[src/rgms_pkg.sv]
`timescale 1ns / 1ps
// shared types, constants and helpers for the rolling grid map store
// no dependencies
package rgms_pkg;

    localparam int MAX_ROWS     = 64;
    localparam int MAX_COLS     = 64;
    localparam int PAYLOAD_BITS = 32;

    // fixed field widths of the ports
    localparam int DIM_W      = 7;
    localparam int OFS_W      = 8;
    localparam int CELL_IDX_W = 6;
    localparam int WORD_W     = 32;
    localparam int AGE_W      = 16;
    localparam int CFG_IDX_W  = 2;
    localparam int CFG_DATA_W = 32;

    localparam int ROW_W  = (MAX_ROWS > 1) ? $clog2(MAX_ROWS) : 1;
    localparam int COL_W  = (MAX_COLS > 1) ? $clog2(MAX_COLS) : 1;
    localparam int ADDR_W = ROW_W + COL_W;
    localparam int DEPTH  = 1 << ADDR_W;

    // signed working width for offsets, coordinates and dimensions
    localparam int SW_A = (ROW_W > COL_W) ? ROW_W : COL_W;
    localparam int SW_B = (DIM_W > OFS_W) ? DIM_W : OFS_W;
    localparam int SW   = ((SW_A > SW_B) ? SW_A : SW_B) + 2;

    localparam logic [ROW_W-1:0] ROW_LAST_MAX = ROW_W'(MAX_ROWS - 1);
    localparam logic [COL_W-1:0] COL_LAST_MAX = COL_W'(MAX_COLS - 1);

    localparam logic [AGE_W-1:0]      AGE_LIMIT  = AGE_W'(60000);
    localparam logic [DIM_W-1:0]      ROWS_RESET = DIM_W'(64);
    localparam logic [DIM_W-1:0]      COLS_RESET = DIM_W'(64);
    localparam logic [CFG_DATA_W-1:0] FILL_RESET = 32'h7FC0_0000;

    typedef enum logic [CFG_IDX_W-1:0] {
        REG_ROWS = 2'd0,
        REG_COLS = 2'd1,
        REG_FILL = 2'd2
    } reg_idx_t;

    typedef enum logic [2:0] {
        CMD_SHIFT = 3'd0,
        CMD_AGE   = 3'd1,
        CMD_CLEAR = 3'd2,
        CMD_WRITE = 3'd3,
        CMD_READ  = 3'd4
    } cmd_t;

    // what the cell unit puts into the addressed cell
    typedef enum logic [2:0] {
        OP_FILL,
        OP_INIT,
        OP_COPY,
        OP_AGE,
        OP_LOAD
    } cell_op_t;

    typedef struct packed {
        logic [PAYLOAD_BITS-1:0] payload;
        logic [AGE_W-1:0]        seen;
        logic [AGE_W-1:0]        trusted;
    } cell_t;

    typedef struct packed {
        logic              we;
        logic [ADDR_W-1:0] addr;
        cell_op_t          op;
    } wr_ctl_t;

    typedef struct packed {
        cmd_t              cmd;
        logic [OFS_W-1:0]  row_offset;
        logic [OFS_W-1:0]  col_offset;
        logic [ADDR_W-1:0] addr;
        logic              in_grid;
    } item_t;

    typedef struct packed {
        logic in_ready;
        logic capture;
        logic load_out;
    } seq_stat_t;

    function automatic logic [PAYLOAD_BITS-1:0] to_payload(input logic [WORD_W-1:0] v);
        logic [PAYLOAD_BITS+WORD_W-1:0] w;
        w = {{PAYLOAD_BITS{1'b0}}, v};
        return w[PAYLOAD_BITS-1:0];
    endfunction

    function automatic logic [WORD_W-1:0] to_word(input logic [PAYLOAD_BITS-1:0] p);
        logic [PAYLOAD_BITS+WORD_W-1:0] w;
        w = {{WORD_W{1'b0}}, p};
        return w[WORD_W-1:0];
    endfunction

    // zero acts as one, above the maximum acts as the maximum
    function automatic logic [DIM_W-1:0] eff_dim(input logic [DIM_W-1:0] v, input int max_dim);
        logic [DIM_W-1:0] r;
        if (v == '0)
            r = DIM_W'(1);
        else if (int'(v) > max_dim)
            r = DIM_W'(max_dim);
        else
            r = v;
        return r;
    endfunction

endpackage

[src/rgms_cell_unit.sv]
`timescale 1ns / 1ps
// shared cell update unit: copy, fill, init, age increment or load of one cell
// depends on rgms_pkg
module rgms_cell_unit (
    input  rgms_pkg::wr_ctl_t                 ctl,
    input  rgms_pkg::cell_t                   rdata,
    input  logic [rgms_pkg::WORD_W-1:0]       fill,
    input  logic [rgms_pkg::WORD_W-1:0]       ld_data,
    input  logic [rgms_pkg::AGE_W-1:0]        ld_seen,
    input  logic [rgms_pkg::AGE_W-1:0]        ld_trusted,
    output rgms_pkg::cell_t                   wdata
);
    import rgms_pkg::*;

    function automatic logic [AGE_W-1:0] age_inc(input logic [AGE_W-1:0] a);
        logic [AGE_W-1:0] r;
        if (a >= AGE_LIMIT - AGE_W'(1))
            r = AGE_LIMIT;
        else
            r = a + AGE_W'(1);
        return r;
    endfunction

    function automatic logic [AGE_W-1:0] age_clip(input logic [AGE_W-1:0] a);
        return (a > AGE_LIMIT) ? AGE_LIMIT : a;
    endfunction

    always_comb
    begin
        wdata = rdata;
        unique case (ctl.op)
            OP_FILL:
            begin
                wdata.payload = to_payload(fill);
                wdata.seen    = '0;
                wdata.trusted = '0;
            end
            OP_INIT:
            begin
                wdata.payload = to_payload(FILL_RESET);
                wdata.seen    = '0;
                wdata.trusted = '0;
            end
            OP_COPY:
            begin
                wdata = rdata;
            end
            OP_AGE:
            begin
                wdata.seen    = age_inc(rdata.seen);
                wdata.trusted = age_inc(rdata.trusted);
            end
            OP_LOAD:
            begin
                wdata.payload = to_payload(ld_data);
                wdata.seen    = age_clip(ld_seen);
                wdata.trusted = age_clip(ld_trusted);
            end
            default:
            begin
                wdata = rdata;
            end
        endcase
    end

endmodule

[config.mk]
export PLATFORM = sky130hd
export DESIGN_NAME = rgms_cell_unit
export DESIGN_NICKNAME = d
export VERILOG_FILES = /design/src/rgms_pkg.sv /design/src/rgms_cell_unit.sv
export SDC_FILE = /design/constraint.sdc
export NUM_CORES = 1
export LEC_CHECK = 0
export ABC_AREA = 0
export BUFFER_PORTS_ARGS = -buffer_cell sky130_fd_sc_hd__clkbuf_2
export CORE_AREA = 2 2 93 95
export DETAILED_ROUTE_END_ITERATION = 10
export DIE_AREA = 0 0 95 97
export PLACE_DENSITY = 0.66
export REMOVE_ABC_BUFFERS = 1
export SLEW_MARGIN = 20
export SYNTH_ARGS = -nofsm -noshare
export SYNTH_HDL_FRONTEND = slang
export SYNTH_SLANG_ARGS = --single-unit
[constraint.sdc]
create_clock -name vclk -period 2.6
set_clock_uncertainty 0.2 [all_clocks]
set_input_delay 0.39 -clock vclk [all_inputs]
set_output_delay 0.39 -clock vclk [all_outputs]
set_load 0.03 [all_outputs]
==> results of run 1 <==
[cell families (layout without fill, tap and decap cells)]
| logic type | count (synthesis) | count (layout) |
|---|---|---|
| AO/OA/AOI/OAI | 139 | 140 |
| XOR/XNOR | 7 | 7 |
| adder cells (fa/ha/maj) | 2 | 2 |
| buffers and inverters | 33 | 291 |
| multiplexers | 35 | 35 |
| AND/OR/NAND/NOR | 145 | 145 |
[final cells by class]
cell class | instances | area, µm² | share of cell area
Timing Repair Buffer | 279 | 1605 | 0.3989
Multi-Input combinational cell | 329 | 2242 | 0.5572
Inverter | 12 | 45.04 | 0.01119
Tap cell | 105 | 131.4 | 0.03265
[Yosys cell counts (all sizes together) (7+ instances only)]
cell type  instances
a21oi             25
a221o              7
buf                7
clkbuf            14
inv               12
mux2i             34
nand2             58
nand3             21
nor2              22
nor2b              7
nor4               9
o21ai             52
o221ai             7
[through the flow]
step | TNS (ns) | area [µm²] | total power, mW | cells | utilization
2_1_floorplan | -0.5040 | 2117 | 0.4125 | 340 | -
3_3_place_gp | -0.9214 | 3730 | 0.7753 | 718 | 0.4585
3_5_place_dp | -1.216 | 3730 | 0.7851 | 718 | 0.4585
4_1_cts | 0 | 3784 | 0.7980 | 718 | 0.4652
5_1_grt | -0.2139 | 4024 | 0.9032 | 725 | 0.4947
6_report | 0 | 4024 | 0.8452 | 725 | 0.4947
[path summary, 6_finish.rpt]
path	to	cells past startpoint	slack, ns
setup / recovery	wdata[17]	9	0.01
hold / removal	wdata[50]	4	0.94
[layer usage]
metal	up-vias	part of all wire	GRT usage
li1	1911	-	-
met5	-	0	0
met3	16	0.061	0.01636
met4	0	0.0098	0.03344
met1	1809	0.42	0.2936
met2	170	0.51	0.3868
[power groups by stage]
stage	logic, mW	registers (mW)	clock network, mW
detailed placement	0.785	0	0
floorplan	0.413	0	0
CTS	0.798	0	0
global route	0.903	0	0
finish	0.845	0	0
global placement	0.775	0	0
[what timing repair did]
| item | CTS | global route |
|---|---|---|
| setup endpoints to repair | 14 | 38 |
| resized for setup | 16 | 63 |
| gates cloned | 0 | 1 |
| pin swaps | 6 | 17 |
| hold buffers | 0 | 0 |
| setup buffers | 0 | 6 |
==> impl_metrics.tcl, run 1 <==
set metrics [dict create \
    dieWidth_um 95 \
    synthXorXnorAreaFrac 0.02765 \
    cp.required_ns 2.01 \
    seq_cells 0 \
    synth_simple_gate_area_frac 0.3172 \
    cap_violations 0 \
    crit_path_start "rdata[17]" \
    crit_path_max_incr_delay_ns 0.28 \
    first_pass_iters 4 \
    p_leak_nw 2.085 \
    track_usage 0.2194 \
    path_common_cell "buf_6" \
    core_um2 8134 \
    grt_pass1_vias 3707 \
    dieArea_um2 9215 \
    path_class "input port to output pin" \
    final_hold_viol_count 0 \
    clkbuf_count 0 \
    yosysSeqAreaShare 0 \
    gp_congestion 0.9377 \
    num_vias 3906 \
    path_cells "buf_4, ha_4, and4_4, a211oi_4, buf_6, or2_4, and3_1, a221o_1, buf_6" \
    syn2layout_area_growth_pct 81.49 \
    die_h_um 97 \
    start_util 0.2726 \
    wire_per_inst_um 16.03 \
    crit_family "simple AND/OR/NAND/NOR gates" \
    fin_ws_ns 0.01043 \
    tightestPinTransition_ns 0.5380 \
    hold_ws_ns 0.9404 \
    drv_slew 0 \
    status "completed" \
    synth.largest_area_cell "mux2i_1" \
    regArea_um2 0 \
    worstPathArrival_ns 2.00 \
    clockPowerShare 0 \
    power.switching_uw 511.2 \
    p_per_area_nw_per_um2 210.1 \
    finalNetCount 800 \
    antenna_found_initial 0 \
    num_antenna_cells 0 \
    dpl.hpwl_um 9373 \
    hold_class "input port to output pin" \
    syn_inst 361 \
    synth_top_family_by_area "compound AO/OA/AOI/OAI gates" \
    period_needed_ns 2.590 \
    synth_area_um2 2217 \
    sw_frac_of_total 0.6048 \
    period_share 0.9960 \
    grt_max_degree 33 \
    synth_area_leaders "mux2i_1 (15%), o21ai_0 (11%), nand2_1 (9.8%)" \
    overflow 0 \
    post-place-ws_ns -0.1346 \
    path_buf_inv 3 \
    drtIter0Drc 144 \
    mostFrequentLayoutCell "clkbuf_2" \
    power_frac_seq 0 \
    final_cell_mix "clkbuf_2 (209), nand2_1 (58), buf_4 (55)" \
    grt_pass1_wl_um 17190 \
    synth_compound_area_frac 0.4199 \
    portBuffers 227 \
    endpoint_kind "output pin" \
    ant_nets 0 \
    num_rows 33 \
    fmax_mhz 386.2 \
    synth-adder-area-share 0.01129 \
    worstPathMaxFanout 5 \
    vdd_drop_max_v 0.0001015 \
    drt_wl_total_um 11620 \
    ios 240 \
    num-fill-cells 833 \
    rsz0062_at_grt "yes" \
    slew_headroom 0.6400 \
    cp-start-kind "input port" \
    vias_per_cell 5.388 \
    setup-violations-final 0 \
    power_frac_comb 1.000 \
    ys_warn_count 0 \
    yosysTopAreaCellShare 0.1535 \
    min-delay-start "rdata[50]" \
    drc_errors 0 \
    power.internal_uw 334.1 \
    muxShareOfSynthArea 0.1586 \
    slowest_stage "a221o_1" \
    drive_gt1_frac 0.5081 \
    syn_avg_cell_area_um2 6.142 \
    synth.distinct_cells 57 \
]
(Power assumes the default switching activity.)
==> run 2: changes to the inputs <==
MAX_ROUTING_LAYER = met4   (was not set)
==> impl_metrics.tcl, run 2 (same netlist as run 1, synthesis figures left out) <==
set metrics [dict create \
    num_antenna_cells 0 \
    cp-start-kind "input port" \
    start_util 0.2726 \
    first_pass_iters 4 \
    post_cts_buffers 0 \
    finalNetCount 795 \
    mostFrequentLayoutCell "clkbuf_2" \
    num_rows 33 \
    clkbuf_count 0 \
    die_h_um 97 \
    num_vias 3885 \
    seq_cells 0 \
    ant_nets 0 \
    dieArea_um2 9215 \
    status "completed" \
    regArea_um2 0 \
    worstPathMaxFanout 6 \
    drc_errors 0 \
    syn2layout_area_growth_pct 76.58 \
    p_per_area_nw_per_um2 210.3 \
    endpoint "wdata[20]" \
    drv_slew 0 \
    drive_gt1_frac 0.4976 \
    ctsHoldBuffers 0 \
    dieWidth_um 95 \
    dpl.hpwl_um 9352 \
    tightestPinTransition_ns 0.5825 \
    rsz0062_at_grt "yes" \
    cap_violations 0 \
    slew_headroom 0.6102 \
    worstPathArrival_ns 1.98 \
    portBuffers 227 \
    period_needed_ns 2.569 \
    gp_congestion 0.9384 \
    post-place-ws_ns -0.1206 \
    vias_per_cell 5.396 \
    cp.required_ns 2.01 \
    path_class "input port to output pin" \
    final_area_um2 3915 \
    grt_pass1_wl_um 17230 \
    period_share 0.9881 \
    fmax_mhz 389.3 \
    overflow 0 \
    drtIter0Drc 145 \
    crit_path_start "ld_seen[1]" \
    vdd_drop_max_v 0.0001001 \
    p_leak_nw 2.041 \
    hold_class "input port to output pin" \
    core_um2 8134 \
    grt_pass1_vias 3704 \
    drt_wl_total_um 11080 \
    endpoint_kind "output pin" \
    wire_per_inst_um 15.39 \
    setup-violations-final 0 \
    final_hold_viol_count 0 \
    placed_area_um2 3745 \
    ios 240 \
    track_usage 0.2275 \
    antenna_found_initial 0 \
    fin_ws_ns 0.03106 \
    grt_max_degree 25 \
    final_cell_mix "clkbuf_2 (212), nand2_1 (58), buf_4 (50)" \
]
==> run 2: changes by cell type in the layout (fill, tap and decap cells not counted), moves of 2 or more <==
cell / previous run / this run
buf_4: 55 / 50
buf_6: 11 / 4
clkbuf_2: 209 / 212
clkbuf_4: 1 / 7
o21ai_0: 46 / 48
o21ai_2: 3 / 1
==> run 2: power breakdown <==
part,internal (mW),switching [mW],leakage (nW)
combinational,0.322,0.501,2.04
clock,0,0,0
sequential,0,0,0
total,0.322,0.501,2.04
==> run 2: area by class of cell <==
type	instances	area, µm²
well taps	105	131.4
inverters	12	45.04
repair buffers	275	1544
fillers	854	4219
multi-input cells	328	2195
==> run 2: stage by stage <==
step	power [mW]	std cells	hold WS [ns]	util	TNS [ns]
after floorplan	0.4125	340	0.7923	-	-0.5040
final	0.8235	720	0.9371	0.4813	0
after global routing	0.8856	720	0.9649	0.4813	-0.08562
after detailed placement	0.7867	720	0.9418	0.4604	-0.9972
after global placement	0.7778	720	0.9335	0.4604	-0.9950
after CTS	0.8010	720	0.9423	0.4672	0
==> run 2: critical path, stage by stage <==
cell,delay (ns)
clkbuf_2,0.09
or4_4,0.54
o311ai_4,0.24
a21oi_2,0.11
nor2b_4,0.23
a221o_1,0.19
clkbuf_4,0.18
==> run 2: timing repair <==
item                                    CTS  global route
endpoints found under the setup margin   13            34
endpoints found under the hold margin     0             0
cloned                                    0             0
resized for setup                        18            35
pin swaps                                 5            11
==> run 2: metal layers <==
metal	vias to the layer above	part of all wire	track usage
met5	-	0	-
met4	0	0.019	0.03790
met3	22	0.067	0.007788
met2	168	0.49	0.3830
met1	1795	0.42	0.3063
li1	1900	-	-
==> run 2: how the worst min path moves through the flow <==
stage / endpoint / startpoint / cells past startpoint / slack (ns)
final: wdata[50] / rdata[50] / 4 / 0.94
after CTS: wdata[50] / rdata[50] / 4 / 0.94
after floorplan: wdata[54] / rdata[54] / 2 / 0.79
after global placement: wdata[50] / rdata[50] / 4 / 0.93
after detailed placement: wdata[50] / rdata[50] / 4 / 0.94
after global routing: wdata[50] / rdata[50] / 4 / 0.96
