$ cat config.mk
export PLATFORM = sky130hd
export DESIGN_NAME = rgms_seq
export DESIGN_NICKNAME = d
export VERILOG_FILES = /design/src/rgms_pkg.sv /design/src/rgms_seq.sv
export SDC_FILE = /design/constraint.sdc
export NUM_CORES = 1
export LEC_CHECK = 0
export BUFFER_PORTS_ARGS = -buffer_cell sky130_fd_sc_hd__buf_2
export CORE_MARGIN = 2
export CORE_UTILIZATION = 45
export DETAILED_ROUTE_END_ITERATION = 8
export PLACE_DENSITY = 0.65
export SETUP_SLACK_MARGIN = 0.5
export SLEW_MARGIN = 40
export SYNTH_ARGS = -nofsm -noshare
export SYNTH_HDL_FRONTEND = slang
export SYNTH_SLANG_ARGS = --single-unit
$ cat constraint.sdc
create_clock -name clk -period 3.9 [get_ports clk]
set_input_delay 0.195 -clock clk [delete_from_list [all_inputs] [get_ports clk]]
set_output_delay 0.195 -clock clk [all_outputs]
set_load 0.01 [all_outputs]
$ cat src/rgms_pkg.sv
`timescale 1ns / 1ps
// shared types, constants and helpers for the rolling grid map store
// no dependencies
package rgms_pkg;

    localparam int MAX_ROWS     = 64;
    localparam int MAX_COLS     = 64;
    localparam int PAYLOAD_BITS = 32;

    // fixed field widths of the ports
    localparam int DIM_W      = 7;
    localparam int OFS_W      = 8;
    localparam int CELL_IDX_W = 6;
    localparam int WORD_W     = 32;
    localparam int AGE_W      = 16;
    localparam int CFG_IDX_W  = 2;
    localparam int CFG_DATA_W = 32;

    localparam int ROW_W  = (MAX_ROWS > 1) ? $clog2(MAX_ROWS) : 1;
    localparam int COL_W  = (MAX_COLS > 1) ? $clog2(MAX_COLS) : 1;
    localparam int ADDR_W = ROW_W + COL_W;
    localparam int DEPTH  = 1 << ADDR_W;

    // signed working width for offsets, coordinates and dimensions
    localparam int SW_A = (ROW_W > COL_W) ? ROW_W : COL_W;
    localparam int SW_B = (DIM_W > OFS_W) ? DIM_W : OFS_W;
    localparam int SW   = ((SW_A > SW_B) ? SW_A : SW_B) + 2;

    localparam logic [ROW_W-1:0] ROW_LAST_MAX = ROW_W'(MAX_ROWS - 1);
    localparam logic [COL_W-1:0] COL_LAST_MAX = COL_W'(MAX_COLS - 1);

    localparam logic [AGE_W-1:0]      AGE_LIMIT  = AGE_W'(60000);
    localparam logic [DIM_W-1:0]      ROWS_RESET = DIM_W'(64);
    localparam logic [DIM_W-1:0]      COLS_RESET = DIM_W'(64);
    localparam logic [CFG_DATA_W-1:0] FILL_RESET = 32'h7FC0_0000;

    typedef enum logic [CFG_IDX_W-1:0] {
        REG_ROWS = 2'd0,
        REG_COLS = 2'd1,
        REG_FILL = 2'd2
    } reg_idx_t;

    typedef enum logic [2:0] {
        CMD_SHIFT = 3'd0,
        CMD_AGE   = 3'd1,
        CMD_CLEAR = 3'd2,
        CMD_WRITE = 3'd3,
        CMD_READ  = 3'd4
    } cmd_t;

    // what the cell unit puts into the addressed cell
    typedef enum logic [2:0] {
        OP_FILL,
        OP_INIT,
        OP_COPY,
        OP_AGE,
        OP_LOAD
    } cell_op_t;

    typedef struct packed {
        logic [PAYLOAD_BITS-1:0] payload;
        logic [AGE_W-1:0]        seen;
        logic [AGE_W-1:0]        trusted;
    } cell_t;

    typedef struct packed {
        logic              we;
        logic [ADDR_W-1:0] addr;
        cell_op_t          op;
    } wr_ctl_t;

    typedef struct packed {
        cmd_t              cmd;
        logic [OFS_W-1:0]  row_offset;
        logic [OFS_W-1:0]  col_offset;
        logic [ADDR_W-1:0] addr;
        logic              in_grid;
    } item_t;

    typedef struct packed {
        logic in_ready;
        logic capture;
        logic load_out;
    } seq_stat_t;

    function automatic logic [PAYLOAD_BITS-1:0] to_payload(input logic [WORD_W-1:0] v);
        logic [PAYLOAD_BITS+WORD_W-1:0] w;
        w = {{PAYLOAD_BITS{1'b0}}, v};
        return w[PAYLOAD_BITS-1:0];
    endfunction

    function automatic logic [WORD_W-1:0] to_word(input logic [PAYLOAD_BITS-1:0] p);
        logic [PAYLOAD_BITS+WORD_W-1:0] w;
        w = {{WORD_W{1'b0}}, p};
        return w[WORD_W-1:0];
    endfunction

    // zero acts as one, above the maximum acts as the maximum
    function automatic logic [DIM_W-1:0] eff_dim(input logic [DIM_W-1:0] v, input int max_dim);
        logic [DIM_W-1:0] r;
        if (v == '0)
            r = DIM_W'(1);
        else if (int'(v) > max_dim)
            r = DIM_W'(max_dim);
        else
            r = v;
        return r;
    endfunction

endpackage

$ cat src/rgms_seq.sv
`timescale 1ns / 1ps
// command sequencer: decodes a word, walks the cells for shift, age tick,
// clear and the power-up fill; depends on rgms_pkg
module rgms_seq (
    input  logic                          clk,
    input  logic                          rst_n,
    input  logic                          req_valid,
    input  rgms_pkg::item_t               item,
    input  logic [rgms_pkg::DIM_W-1:0]    eff_rows,
    input  logic [rgms_pkg::DIM_W-1:0]    eff_cols,
    input  logic                          out_free,
    output rgms_pkg::wr_ctl_t             ctl,
    output logic [rgms_pkg::ADDR_W-1:0]   raddr,
    output rgms_pkg::seq_stat_t           stat
);
    import rgms_pkg::*;

    typedef enum logic [2:0] {
        S_IDLE,
        S_SCAN,
        S_DRAIN,
        S_RD,
        S_DONE
    } state_t;

    typedef enum logic [1:0] {
        SC_SHIFT,
        SC_AGE,
        SC_FILL,
        SC_INIT
    } scan_t;

    state_t            state_reg, state_next;
    scan_t             mode_reg, mode_next;
    logic [ROW_W-1:0]  r_reg, r_next;
    logic [COL_W-1:0]  c_reg, c_next;
    logic [ROW_W-1:0]  row_last_reg, row_last_next;
    logic [COL_W-1:0]  col_last_reg, col_last_next;
    logic              r_desc_reg, r_desc_next;
    logic              c_desc_reg, c_desc_next;
    logic [OFS_W-1:0]  rs_reg, rs_next;
    logic [OFS_W-1:0]  cs_reg, cs_next;
    wr_ctl_t           ctl_reg, ctl_next;

    logic signed [SW-1:0] sr, sc;
    logic signed [SW-1:0] rs_w, cs_w, rs_abs, cs_abs;
    logic [SW-1:0]        rl_w, cl_w;
    logic                 src_ok;
    logic                 row_end, col_end;
    logic [ADDR_W-1:0]    dest, src;
    cell_op_t             op_sel;
    logic                 go_full, go_shift, zero_shift, large_shift;
    scan_t                go_mode;

    // source cell of the current destination during a shift
    always_comb
    begin
        sr     = $signed(SW'(r_reg)) - SW'($signed(rs_reg));
        sc     = $signed(SW'(c_reg)) - SW'($signed(cs_reg));
        src_ok = !sr[SW-1] && !sc[SW-1]
                 && ($unsigned(sr) <= SW'(row_last_reg))
                 && ($unsigned(sc) <= SW'(col_last_reg));
        dest   = {r_reg, c_reg};
        src    = {sr[ROW_W-1:0], sc[COL_W-1:0]};
        row_end = r_desc_reg ? (r_reg == '0) : (r_reg == row_last_reg);
        col_end = c_desc_reg ? (c_reg == '0) : (c_reg == col_last_reg);
    end

    always_comb
    begin
        unique case (mode_reg)
            SC_SHIFT: op_sel = src_ok ? OP_COPY : OP_FILL;
            SC_AGE:   op_sel = OP_AGE;
            SC_FILL:  op_sel = OP_FILL;
            SC_INIT:  op_sel = OP_INIT;
            default:  op_sel = OP_FILL;
        endcase
    end

    // offsets of the incoming word against the active size
    always_comb
    begin
        rs_w        = SW'($signed(item.row_offset));
        cs_w        = SW'($signed(item.col_offset));
        rs_abs      = rs_w[SW-1] ? -rs_w : rs_w;
        cs_abs      = cs_w[SW-1] ? -cs_w : cs_w;
        rl_w        = SW'(eff_rows) - SW'(1);
        cl_w        = SW'(eff_cols) - SW'(1);
        zero_shift  = (item.row_offset == '0) && (item.col_offset == '0);
        large_shift = ($unsigned(rs_abs) >= SW'(eff_rows))
                      || ($unsigned(cs_abs) >= SW'(eff_cols));
    end

    always_comb
    begin
        state_next    = state_reg;
        mode_next     = mode_reg;
        r_next        = r_reg;
        c_next        = c_reg;
        row_last_next = row_last_reg;
        col_last_next = col_last_reg;
        r_desc_next   = r_desc_reg;
        c_desc_next   = c_desc_reg;
        rs_next       = rs_reg;
        cs_next       = cs_reg;
        ctl_next      = ctl_reg;
        ctl_next.we   = 1'b0;
        raddr         = dest;
        go_full       = 1'b0;
        go_shift      = 1'b0;
        go_mode       = SC_FILL;

        unique case (state_reg)
            S_IDLE:
            begin
                raddr = item.addr;
                if (req_valid)
                begin
                    state_next = S_DONE;
                    unique case (item.cmd)
                        CMD_SHIFT:
                        begin
                            if (!zero_shift)
                            begin
                                if (large_shift)
                                    go_full = 1'b1;
                                else
                                    go_shift = 1'b1;
                            end
                        end
                        CMD_AGE:
                        begin
                            go_full = 1'b1;
                            go_mode = SC_AGE;
                        end
                        CMD_CLEAR:
                        begin
                            go_full = 1'b1;
                        end
                        CMD_WRITE:
                        begin
                            if (item.in_grid)
                            begin
                                ctl_next.we   = 1'b1;
                                ctl_next.addr = item.addr;
                                ctl_next.op   = OP_LOAD;
                            end
                        end
                        CMD_READ:
                        begin
                            if (item.in_grid)
                                state_next = S_RD;
                        end
                        default:
                        begin
                            state_next = S_DONE;
                        end
                    endcase
                end
            end
            S_SCAN:
            begin
                if (mode_reg == SC_SHIFT)
                    raddr = src;
                // write lands next cycle, once the read data is back
                ctl_next.we   = 1'b1;
                ctl_next.addr = dest;
                ctl_next.op   = op_sel;
                if (col_end)
                begin
                    c_next = c_desc_reg ? col_last_reg : '0;
                    if (row_end)
                        state_next = S_DRAIN;
                    else
                        r_next = r_desc_reg ? r_reg - ROW_W'(1) : r_reg + ROW_W'(1);
                end
                else
                begin
                    c_next = c_desc_reg ? c_reg - COL_W'(1) : c_reg + COL_W'(1);
                end
            end
            S_DRAIN:
            begin
                state_next = (mode_reg == SC_INIT) ? S_IDLE : S_DONE;
            end
            S_RD:
            begin
                state_next = S_DONE;
            end
            S_DONE:
            begin
                if (out_free)
                    state_next = S_IDLE;
            end
            default:
            begin
                state_next = S_IDLE;
            end
        endcase

        if (go_full)
        begin
            state_next    = S_SCAN;
            mode_next     = go_mode;
            r_next        = '0;
            c_next        = '0;
            row_last_next = ROW_LAST_MAX;
            col_last_next = COL_LAST_MAX;
            r_desc_next   = 1'b0;
            c_desc_next   = 1'b0;
        end

        // walk against the shift direction so no source is overwritten first
        if (go_shift)
        begin
            state_next    = S_SCAN;
            mode_next     = SC_SHIFT;
            rs_next       = item.row_offset;
            cs_next       = item.col_offset;
            row_last_next = rl_w[ROW_W-1:0];
            col_last_next = cl_w[COL_W-1:0];
            r_desc_next   = !rs_w[SW-1] && (rs_w != '0);
            c_desc_next   = !cs_w[SW-1] && (cs_w != '0);
            r_next        = (!rs_w[SW-1] && (rs_w != '0)) ? rl_w[ROW_W-1:0] : '0;
            c_next        = (!cs_w[SW-1] && (cs_w != '0)) ? cl_w[COL_W-1:0] : '0;
        end
    end

    always_ff @(posedge clk or negedge rst_n)
    begin
        if (!rst_n)
        begin
            // power-up fill pass over the whole store
            state_reg    <= S_SCAN;
            mode_reg     <= SC_INIT;
            r_reg        <= '0;
            c_reg        <= '0;
            row_last_reg <= ROW_LAST_MAX;
            col_last_reg <= COL_LAST_MAX;
            r_desc_reg   <= 1'b0;
            c_desc_reg   <= 1'b0;
            rs_reg       <= '0;
            cs_reg       <= '0;
            ctl_reg      <= '{we: 1'b0, addr: '0, op: OP_INIT};
        end
        else
        begin
            state_reg    <= state_next;
            mode_reg     <= mode_next;
            r_reg        <= r_next;
            c_reg        <= c_next;
            row_last_reg <= row_last_next;
            col_last_reg <= col_last_next;
            r_desc_reg   <= r_desc_next;
            c_desc_reg   <= c_desc_next;
            rs_reg       <= rs_next;
            cs_reg       <= cs_next;
            ctl_reg      <= ctl_next;
        end
    end

    assign ctl            = ctl_reg;
    assign stat.in_ready  = (state_reg == S_IDLE);
    assign stat.capture   = (state_reg == S_RD);
    assign stat.load_out  = (state_reg == S_DONE) && out_free;

endmodule

==> metrics.md <==
| Metric | Value |
|---|---|
| Skew-Pair Late Insertion Delay | 0.33 ns |
| Number of global-route vias before repair | 4686 |
| Post-synth top area share | 21.9% |
| Status | finished, final reports clean |
| Critical Path RT | 4.13 ns |
| Clock slew at the register clock pins of the worst setup and hold paths | 0.05 ns |
| Syn Inst Count | 594 |
| Critical path type | reg -> reg |
| Layout cells sized above 1 | 23.3% |
| Max cap viols | 0 |
| FP Rows | 39 |
| Hold slack | 0.0816 ns |
| Gr usage total | 24.5% |
| Cell Count Post-Placement | 799 |
| Via count | 4927 |
| Leak Pwr | 3.07 nW |
| Pwr/cell area | 256 nW/µm² |
| First-pass GRT wire length | 24.8 mm |
| Worst slew pin tran | 0.716 ns |
| Final Max Slew Viols | 0 |
| Initial antenna violation count | 0 |
| Number of distinct library cells after synthesis | 69 |
| Leading area contributor after synthesis | dfrtp_1 |
| Min Clock Period, post-route | 3.17 ns |
| Max frequency | 316 MHz |
| Number of flops mapped to enable cells by yosys | 0 |
| Crit-path slowest cell | dfrtp_2 |
| Number of port buffers | 80 |
| Final hold violation count | 0 |
| CTS tree | yes |
| Final setup TNS | 0 ns |
| Syn Nets | 698 |
| Largest stage delay, worst path | 0.47 ns |
| Util after Layout | 53.8% |
| WL final | 15.3 mm |
| Crit path launch type | flop |
| Slew headroom | 52.2% |
| Vias/cell | 6.02 |
| Total CTS buffers | 9 |
| RSZ-0062 raised after global routing | false |
| Max VDD drop | 0.173 mV |
| DPL Wire Length | 12.2 mm |
| Commonest non-fill, non-tap cell in the layout | buf_2 |
| Critical Path End Type | flop |
| Min-delay worst type | in -> reg |
| Final nets | 774 |
| Top Ports | 81 |
| Largest cells by area after synthesis | dfrtp_1 (22%), ha_1 (12%), dfstp_2 (7.8%) |
| Antenna cells | 0 |
| Seq/Total Area, Yosys | 29.7% |
| Clock root cell | clkbuf_16 |
| Crit path max fanout | 8 |
| Area delta synth->final | 15.7% |
| Total power | 1.59 mW |
| First-iteration detailed-routing DRC count | 438 |
| Core area | 11600 µm² |
| Die area | 12800 µm² |
| TritonCTS Sinks | 63 |
| CTS Buffer Depth | 2 |
| Fillers | 1075 |
| Most used cell, CP | ha_1 |
| Routed Antenna Nets | 0 |
| Crit path DAT | 3.40 ns |
| Crit path cell chain | inv_2, ha_1, inv_1, fa_1, a211oi_2, nor2_1, nor2_2, ha_1, and4_1, a221oi_1, o221a_2, nand4_1, o31ai_1 |
| Max reg flops | 16 |
| Non-filler cells, final | 818 |
| Setup Skew | 0.00546 ns |
| Main flop type after synthesis | dfrtp_1 |
| Area of the multi-input gates | 3480 µm² |
| Routability cong. | 0.926 |
| Post-synthesis cell area | 5380 µm² |
| Grt ovf | 0 |
| Flops & latches, synth | 63 |
| Starting Density | 46.5% |
| Mean post-synth cell area | 9.06 µm² |
| Pre-antenna DRT Iters | 5 |
| Endpoints failing setup | 0 |
| Synthesis warning total | 0 |
| Final critical-path share of the clock period | 81.2% |
| WL/cell | 18.7 µm |
| Register area | 1600 µm² |
| H-tree levels | 3 |
| Cell family with most CP delay | compound AO/OA/AOI/OAI gates |
| Die W | 113 µm |
| Commonest non-fill, non-tap cells in the layout | buf_2 (80), inv_1 (55), ha_1 (50) |
| DRC viols | 0 |
| Asr flop ratio synth | 100% |
| Largest net degree at the start of global routing | 35 |
| WP buf/inv | 2 |
| DIE HEIGHT | 113 µm |
[Yosys cell counts, drive strengths merged (13+ instances only)]
master and n:
mux2 14, ha 50, o22ai 13, a21oi 24
nor2 38, dfrtp 47, inv 57, xnor2 31
nor4 15, nand2 49, clkbuf 14, a22oi 22
o21ai 21, dfstp 16, a21o 14
[final cells by class]
cell class | instances | share of cell area (%)
multi-input combinational | 452 | 56.0
sequential | 63 | 25.7
timing repair buffer | 87 | 7.32
clock buffer | 12 | 3.80
inverter | 57 | 3.52
tap | 143 | 2.88
clock inverter | 4 | 0.764
[final timing paths]
path | from | depth (start not counted) | endpoint | slack, ns
worst max-delay path | r_reg[0]$_DFFE_PN0P_ | 13 | ctl[1]$_DFFE_PN0P_ | 0.73
worst min-delay path | eff_rows[0] | 2 | row_last_reg[0]$_DFFE_PN1P_ | 0.08
worst max register to register | r_reg[0]$_DFFE_PN0P_ | 13 | ctl[1]$_DFFE_PN0P_ | 0.73
worst min register to register | ctl[0]$_DFFE_PN1P_ | 2 | ctl[0]$_DFFE_PN1P_ | 0.47
max in group asynchronous | rst_n | 3 | row_last_reg[5]$_DFFE_PN1P_ | 2.52
min in group asynchronous | rst_n | 2 | ctl[5]$_DFFE_PN0P_ | 0.44
[metrics by stage]
step	setup WS, ns	area, µm²
floorplan	0.902	5380
global placement	0.743	5880
detailed placement	0.574	5880
CTS	0.551	6170
global route	0.491	6220
finish	0.733	6220
[what timing repair did]
action,4_1_cts,5_1_grt
endpoints found under the hold margin,22,0
gates resized for setup,0,11
setup buffers,0,2
hold buffers,1,0
endpoints found under the setup margin,0,1
[layer usage]
metal / part of all wire [%] / global-route usage (%) / wire length, µm / vias up
li1: - / - / - / 2363
met1: 47 / 35.4 / 7220 / 2361
met2: 45 / 38.8 / 6970 / 193
met3: 6.6 / 3.59 / 1010 / 10
met4: 0.87 / 6.02 / 133 / 0
met5: 0 / 0 / 0 / -
[report_power, final]
group / total, mW / leakage [nW] / switching [mW] / internal [mW]
Sequential: 0.655 / 0.769 / 0 / 0.655
Clock: 0.778 / 0.137 / 0.285 / 0.492
Combinational: 0.161 / 2.17 / 0.0974 / 0.0639
Total: 1.59 / 3.07 / 0.382 / 1.21
[kinds of logic (layout without fill, tap and decap cells)]
family / after synthesis / count (layout) / synth area share (%)
flops: 63 / 63 / 29.7
fa+ha+maj: 54 / 54 / 13.1
buf+inv: 79 / 160 / 6.23
simple gates: 163 / 163 / 15.7
xor+xnor: 43 / 43 / 7.00
compound gates: 175 / 175 / 23.8
mux: 17 / 17 / 4.47
[worst register-to-register path, cell delays in order, from the launching register on]
cell and delay (ns):
dfrtp_2 0.47, inv_2 0.11, ha_1 0.17, inv_1 0.05, fa_1 0.43, a211oi_2 0.26, nor2_1 0.12, nor2_2 0.16
ha_1 0.26, and4_1 0.22, a221oi_1 0.27, o221a_2 0.24, nand4_1 0.09, o31ai_1 0.22
Power figures use the tool's default switching activity.
